<file path="src/mfd_pkg.sv">
// Package for the minifloat to binary32 decoder.
// Holds value class codes, binary32 constants and the result type; no dependencies.
`default_nettype none
package mfd_pkg;

  typedef enum logic [1:0] {
    CLS_FINITE  = 2'd0,
    CLS_POS_INF = 2'd1,
    CLS_NEG_INF = 2'd2,
    CLS_NAN     = 2'd3
  } value_class_e;

  localparam logic [31:0] F32_SIGN     = 32'h8000_0000;
  localparam logic [31:0] F32_INF      = 32'h7F80_0000;
  localparam int          F32_MANT     = 23;
  localparam int          F32_BIAS     = 127;
  localparam logic [3:0]  FRAC_LOW     = 4'd2;
  localparam logic [2:0]  EXP_LOW      = 3'd3;
  localparam logic [3:0]  REG_FRAC     = 4'd0;
  localparam logic [3:0]  REG_EXP      = 4'd1;

  typedef struct packed {
    logic         compatible;
    value_class_e value_class;
    logic         sign_out;
    logic [31:0]  binary32_bits;
  } result_t;

endpackage
`default_nettype wire

</file>
<file path="src/mfd_cfg.sv">
// Configuration registers of the decoder with saturation to the legal ranges.
// Depends on mfd_pkg.
`default_nettype none
module mfd_cfg
  import mfd_pkg::*;
#(
  parameter int MAX_FRAC_BITS = 10,
  parameter int MAX_EXP_BITS  = 5
) (
  input  wire logic       clk_i,
  input  wire logic       rst_ni,
  input  wire logic       cfg_we_i,
  input  wire logic [3:0] cfg_idx_i,
  input  wire logic [3:0] cfg_data_i,
  output logic [4:0]      frac_width_o,
  output logic [2:0]      exp_width_o
);
  localparam logic [4:0] FRAC_HI = 5'(MAX_FRAC_BITS);
  localparam logic [2:0] EXP_HI  = 3'(MAX_EXP_BITS);

  logic [4:0] frac_q, frac_d, frac_w;
  logic [2:0] exp_q, exp_d, exp_w;

  // Saturate written values
  always_comb begin
    frac_w = {1'b0, cfg_data_i};
    if (frac_w < {1'b0, FRAC_LOW}) frac_w = {1'b0, FRAC_LOW};
    if (frac_w > FRAC_HI) frac_w = FRAC_HI;
    exp_w = cfg_data_i[2:0];
    if (exp_w < EXP_LOW) exp_w = EXP_LOW;
    if (exp_w > EXP_HI) exp_w = EXP_HI;
    frac_d = frac_q;
    exp_d  = exp_q;
    if (cfg_we_i && cfg_idx_i == REG_FRAC) frac_d = frac_w;
    if (cfg_we_i && cfg_idx_i == REG_EXP)  exp_d  = exp_w;
  end

  always_ff @(posedge clk_i or negedge rst_ni) begin
    if (!rst_ni) begin
      frac_q <= (FRAC_HI < 5'd10) ? FRAC_HI : 5'd10;
      exp_q  <= (EXP_HI < 3'd5) ? EXP_HI : 3'd5;
    end else begin
      frac_q <= frac_d;
      exp_q  <= exp_d;
    end
  end

  assign frac_width_o = frac_q;
  assign exp_width_o  = exp_q;
endmodule
`default_nettype wire

</file>
<file path="src/mfd_core.sv">
// Combinational decode of one code word into class, sign and binary32 pattern.
// Depends on mfd_pkg.
`default_nettype none
module mfd_core
  import mfd_pkg::*;
#(
  parameter int MAX_FRAC_BITS = 10,
  parameter int MAX_EXP_BITS  = 5
) (
  input  wire logic [31:0] code_i,
  input  wire logic [4:0]  frac_width_i,
  input  wire logic [2:0]  exp_width_i,
  output result_t          res_o
);
  localparam int FW = MAX_FRAC_BITS;
  localparam int EW = MAX_EXP_BITS;

  logic [5:0]    top;
  logic [31:0]   shr_frac, shr_ex;
  logic [FW-1:0] frac;
  logic [EW-1:0] ex, exp_max;
  logic          sign;
  logic [4:0]    p;
  logic [9:0]    e;
  logic [31:0]   bits;
  logic [63:0]   wide;

  always_comb begin
    top      = 6'(frac_width_i) + 6'(exp_width_i) + 6'd1;
    shr_frac = code_i & ((32'd1 << frac_width_i) - 32'd1);
    frac     = shr_frac[FW-1:0];
    shr_ex   = (code_i >> frac_width_i) & ((32'd1 << exp_width_i) - 32'd1);
    ex       = shr_ex[EW-1:0];
    sign     = code_i[5'(frac_width_i) + 5'(exp_width_i)];
    exp_max  = EW'((32'd1 << exp_width_i) - 32'd1);
    // Leading-one search over the fraction
    p = '0;
    for (int i = 0; i < FW; i++) if (frac[i]) p = 5'(i);
    bits = sign ? F32_SIGN : 32'd0;
    res_o.value_class = CLS_FINITE;
    e = '0;
    wide = '0;
    if (ex == exp_max) begin
      bits = bits | F32_INF;
      if (frac == '0) begin
        res_o.value_class = sign ? CLS_NEG_INF : CLS_POS_INF;
      end else begin
        res_o.value_class = CLS_NAN;
        wide = 64'(frac) << (5'(F32_MANT) - frac_width_i);
        bits = bits | wide[31:0];
      end
    end else if (ex == '0) begin
      if (frac != '0) begin
        e = 10'(p) + 10'd1 - 10'((32'd1 << (exp_width_i - 3'd1)) - 32'd1)
            - 10'(frac_width_i) + 10'(F32_BIAS);
        wide = 64'(frac) << (5'(F32_MANT) - p);
        bits = bits | {1'b0, e[7:0], wide[22:0]};
      end
    end else begin
      e = 10'(ex) - 10'((32'd1 << (exp_width_i - 3'd1)) - 32'd1) + 10'(F32_BIAS);
      wide = 64'(frac) << (5'(F32_MANT) - frac_width_i);
      bits = bits | {1'b0, e[7:0], wide[22:0]};
    end
    res_o.compatible    = (top > 6'd31) ? 1'b1 : ((code_i >> top) == 32'd0);
    res_o.sign_out      = sign;
    res_o.binary32_bits = bits;
    if (!res_o.compatible) begin
      res_o.value_class   = CLS_FINITE;
      res_o.sign_out      = 1'b0;
      res_o.binary32_bits = '0;
    end
  end
endmodule
`default_nettype wire

</file>
<file path="src/minifloat_decode_to_binary32.sv">
// Top level of the minifloat to binary32 decoder: input register, decode, output register.
// Depends on mfd_pkg, mfd_cfg and mfd_core.
//
// Usage:
//   s_axis carries one 32-bit code word per transfer; m_axis returns one result
//   per code word: tuser = {value_class, compatible} packed from bit 0 (3 bits,
//   zero filled to 8), tdata = {binary32_bits, sign_out} packed from bit 0
//   (33 bits, zero filled to 40).
//   A result is valid once its code word has passed the input register and the
//   result register; one code word is taken every cycle while the receiver does
//   not stall, set by the single decode stage between the two registers.
//   When the receiver stalls, the result register holds and the input register
//   keeps its item; s_axis_tready drops only when both are full.
//   Reset empties both stages and loads a 10-bit fraction and a 5-bit exponent
//   (saturated to the parameter limits). Configuration is written by the user through
//   cfg_we_i, cfg_idx_i, cfg_data_i only while the block is idle; the block has no check.
`default_nettype none
module minifloat_decode_to_binary32
  import mfd_pkg::*;
#(
  parameter int MAX_FRAC_BITS = 10,
  parameter int MAX_EXP_BITS  = 5
) (
  input  wire logic        clk_i,
  input  wire logic        rst_ni,
  input  wire logic        cfg_we_i,
  input  wire logic [3:0]  cfg_idx_i,
  input  wire logic [3:0]  cfg_data_i,
  input  wire logic        s_axis_tvalid,
  output logic             s_axis_tready,
  input  wire logic [31:0] s_axis_tdata,   // code_word
  output logic             m_axis_tvalid,
  input  wire logic        m_axis_tready,
  output logic [39:0]      m_axis_tdata,   // sign_out, binary32_bits
  output logic [7:0]       m_axis_tuser    // compatible, value_class
);
  logic [4:0]  frac_width;
  logic [2:0]  exp_width;
  logic [31:0] in_q;
  logic        in_vld_q, out_vld_q;
  result_t     res, out_q;
  logic        out_ready, in_ready;

  mfd_cfg #(.MAX_FRAC_BITS(MAX_FRAC_BITS), .MAX_EXP_BITS(MAX_EXP_BITS)) u_cfg (
    .clk_i, .rst_ni, .cfg_we_i, .cfg_idx_i, .cfg_data_i,
    .frac_width_o(frac_width), .exp_width_o(exp_width)
  );

  mfd_core #(.MAX_FRAC_BITS(MAX_FRAC_BITS), .MAX_EXP_BITS(MAX_EXP_BITS)) u_core (
    .code_i(in_q), .frac_width_i(frac_width), .exp_width_i(exp_width), .res_o(res)
  );

  assign out_ready     = !out_vld_q || m_axis_tready;
  assign in_ready      = !in_vld_q || out_ready;
  assign s_axis_tready = in_ready;

  // Advance the two stages
  always_ff @(posedge clk_i or negedge rst_ni) begin
    if (!rst_ni) begin
      in_vld_q  <= 1'b0;
      out_vld_q <= 1'b0;
    end else begin
      if (in_ready) in_vld_q <= s_axis_tvalid;
      if (out_ready) out_vld_q <= in_vld_q;
    end
  end

  always_ff @(posedge clk_i) begin
    if (in_ready && s_axis_tvalid) in_q <= s_axis_tdata;
    if (out_ready && in_vld_q) out_q <= res;
  end

  assign m_axis_tvalid = out_vld_q;
  assign m_axis_tdata  = {7'd0, out_q.binary32_bits, out_q.sign_out};
  assign m_axis_tuser  = {5'd0, out_q.value_class, out_q.compatible};

`ifndef ASSERT_OFF
  a_hold: assert property (@(posedge clk_i) disable iff (!rst_ni)
    m_axis_tvalid && !m_axis_tready |=> m_axis_tvalid && $stable(m_axis_tdata)
      && $stable(m_axis_tuser))
    else $error("result changed under stall");
  a_incompat: assert property (@(posedge clk_i) disable iff (!rst_ni)
    m_axis_tvalid && !m_axis_tuser[0] |->
      m_axis_tuser[2:1] == 2'd0 && m_axis_tdata[32:0] == 33'd0)
    else $error("incompatible result not cleared");
  a_full: assert property (@(posedge clk_i) disable iff (!rst_ni)
    !s_axis_tready |-> in_vld_q && out_vld_q)
    else $error("stalled while not full");
`endif
endmodule
`default_nettype wire

</file>
<file path="config.mk">
export PLATFORM = sky130hd
export DESIGN_NAME = minifloat_decode_to_binary32
export DESIGN_NICKNAME = d
export VERILOG_FILES = /design/src/mfd_pkg.sv /design/src/mfd_cfg.sv /design/src/mfd_core.sv /design/src/minifloat_decode_to_binary32.sv
export SDC_FILE = /design/constraint.sdc
export NUM_CORES = 1
export LEC_CHECK = 0
export ABC_AREA = 1
export BUFFER_PORTS_ARGS = -buffer_cell sky130_fd_sc_hd__buf_2
export CAP_MARGIN = 20
export CORE_UTILIZATION = 57
export DETAILED_ROUTE_END_ITERATION = 10
export GPL_ROUTABILITY_DRIVEN = 0
export MAX_ROUTING_LAYER = met4
export PLACE_DENSITY_LB_ADDON = 0.08
export SLEW_MARGIN = 10
export SYNTH_ARGS = -nofsm -noshare
export SYNTH_HDL_FRONTEND = slang
export SYNTH_SLANG_ARGS = --single-unit
</file>
<file path="constraint.sdc">
create_clock -name clk_i -period 6.9 [get_ports clk_i]
set_input_delay 0.345 -clock clk_i [delete_from_list [all_inputs] [get_ports clk_i]]
set_output_delay 0.345 -clock clk_i [all_outputs]
set_load 0.03 [all_outputs]
</file>
==> impl_metrics.toml <==
[run_status]
status = "complete, no violations"

[global_routing]
track_usage_pct = 29.6
grt_start_max_net_pins = 46
grt_pass1_vias = 5827
grt_first_pass_wirelength_um = 26300
antenna_found_initial = 0
grt_overflow_total = 0

[routing]
avgRoutedWirePerCell_um = 14.5
firstDrtPassIters = 7
post-route-drc-count = 0
drt_iter0_markers = 573
vias = 6370
ant_nets = 0
vias_per_cell = 5.76
drt_wl_total_um = 16100

[yosys]
synth_adder_area_share_pct = 6.63
synth.most_common_cell = "nand2_1"
synth.mux.area_fraction_pct = 0.776
synthXorXnorAreaFrac_pct = 1.88
yosysWarnings = 0
ys_seq_elements = 77
syn_area_mm2 = 0.00645
synth_top_family_by_area = "simple AND/OR/NAND/NOR gates"
yosys-top-cells-count = "nand2_1, inv_1, nand3_1, edfxtp_1, o21ai_0"
post_synth_num_cell_types = 53
async_flop_share_pct = 11.7
synth_compound_area_share_pct = 16.1
synth_area_leaders = "edfxtp_1, nand2_1, inv_1, nand3_1, ha_1"
ys.flop_type = "edfxtp_1"
synth_cells = 885
synth-edff-count = 68
synth-simple-area-share_pct = 28.2
ys_seq_area_share_pct = 35.2
syn_avg_cell_area_um2 = 7.29
synth_top_area_cell = "edfxtp_1"
netlist.area_leader.share_pct = 31.7

[layout]
area_growth_pct = 12.3
nets = 1035
multi_input_area_mm2 = 0.00355
register_area_mm2 = 0.00227
drive_gt1_share_pct = 15.4
n_antenna_cell = 0
fin_cells = 1105
n_fill_cell = 951

[timing]
setup_viol = 0
period_share_pct = 77.3
rsz0062_at_grt = "false"
fin_tns_setup_ns = 0
slew_headroom_pct = 46.7
worst_slew_pin_slew_ns = 0.798
period_minus_slack_ns = 5.34
hold_violations = 0
finalMaxSlewViolations = 0
clock_skew_ns = 0.00687
fmaxAchievable_mhz = 187

[clock_tree]
cts_setup_buffers = 0
cts.sinks = 77
root_buffer = "clkbuf_16"
ctsHoldBuffers = 1
clock_latency_ns = 0.35
tritoncts = "yes"
cts_inserted_buffers = 9
h-tree-depth = 3
post_cts_resized = 0
clock_path_buffers = 2
clkTransAtPathRegs_ns = 0.06

[placed_design]
place_hpwl_um = 12100
place_inst = 1086
port_buffers = 82

[setup_path]
cp_num_buf_inv = 6
max_stage_delay_ns = 0.91
cp_max_fo = 28
cp_slowest_cell = "dfstp_2"
startpoint_type = "flip-flop"
path_delay_family = "simple AND/OR/NAND/NOR gates"
required_ns = 6.97
worstPathArrival_ns = 5.41
setup.worst_path.end_class = "flip-flop"
criticalPathCategory = "flip-flop to flip-flop"
cp_common_cell = "nand2_1"

[power_and_ir_drop]
ir_drop_v = 0.000169
p_leak_nw = 3.43
powerDensity_mw_per_mm2 = 352

[floorplanning]
die_width_um = 108
die_area_mm2 = 0.0117
num_rows = 38
io_pins = 95
fp.dieH_um = 108
core_region_area_mm2 = 0.0109
start_util_pct = 59.0

[hold_path]
hold_path_class = "input pin to flip-flop"

[run]
drv_cap = 0
[worst reg2reg max path: cells and delay by family (launching register included)]
family                     cells  cell delay [ns]
AOI/OAI and AO/OA              3             0.46
adders and majority gates      4             1.46
buffers and inverters          6             0.60
DFF                            1             0.91
and+or+nand+nor               15             1.69
[cell type report]
type,instances,share of cell area (%)
clock buffers,10,3.16
clock inverters,6,1.30
inverters,115,6.06
multi-input cells,670,48.9
flip-flops and latches,77,31.4
well taps,140,2.42
repair buffers,87,6.77
[flip-flops by register name, indices dropped and copies added, names as in the netlist]
| name | flops |
|---|---|
| u_cfg.exp_width_o | 3 |
| in_vld_q | 1 |
| m_axis_tuser | 3 |
| in_q | 32 |
| m_axis_tdata | 33 |
| u_cfg.frac_width_o | 4 |
| m_axis_tvalid | 1 |
[path summary, 6_finish.rpt]
kind / startpoint / endpoint / slack (ns) / depth (start not counted)
worst max-delay path: u_cfg.frac_width_o[1] / m_axis_tdata[30] / 1.56 / 28
worst min-delay path: s_axis_tdata[7] / in_q[7] / 0.17 / 1
worst max register to register: u_cfg.frac_width_o[1] / m_axis_tdata[30] / 1.56 / 28
worst min register to register: in_vld_q / m_axis_tvalid / 0.53 / 2
max in group asynchronous: rst_ni / u_cfg.frac_width_o[3] / 6.26 / 2
min in group asynchronous: rst_ni / u_cfg.frac_width_o[2] / 0.38 / 2
[through the flow]
step	utilization (%)	total power, W	setup WS (ns)	instance area [um^2]	hold WS, ns
after floorplan	-	0.00170	2.51	6520	0.0494
after global placement	62.7	0.00195	1.99	6860	0.208
after detailed placement	62.7	0.00198	1.76	6860	0.214
after CTS	65.8	0.00251	1.72	7190	0.167
after global routing	66.3	0.00274	1.25	7250	0.162
final	66.3	0.00255	1.56	7250	0.173
[metal layers]
| layer | vias to the layer above | part of all wire [%] | global-route usage, % | routed length [um] |
|---|---|---|---|---|
| met5 | - | 0 | - | 0 |
| met4 | 0 | 3.0 | 12.7 | 486 |
| met3 | 49 | 7.9 | 5.61 | 1270 |
| met2 | 322 | 50 | 50.3 | 7960 |
| met1 | 2917 | 39 | 34.2 | 6340 |
| li1 | 3082 | - | - | - |
[power by group]
group          switching [W]  internal [W]
Clock               0.000196      0.000320
Combinational       0.000958      0.000459
Sequential         0.0000521      0.000566
Total                0.00121       0.00134
[cell families after synthesis]
logic type | after synthesis
compound gates | 183
xor+xnor | 13
fa+ha+maj | 30
buf+inv | 157
flops | 77
mux | 5
other cells | 2
simple gates | 418
[cells in the final DEF (no fill, tap or decap), drive strengths merged, types with 5 or more instances in the layout]
master    n
nor3     11
a21oi    53
o211ai    7
dfrtp     5
xor2     11
ha       23
conb     21
clkbuf   10
o21ai    84
mux2i     5
nand3b    5
buf      86
o22ai     9
nand2   260
nor2     59
inv     114
edfxtp   68
a31oi    12
fa        7
nand3    70
No activity file was read; power rests on OpenSTA's default activity.
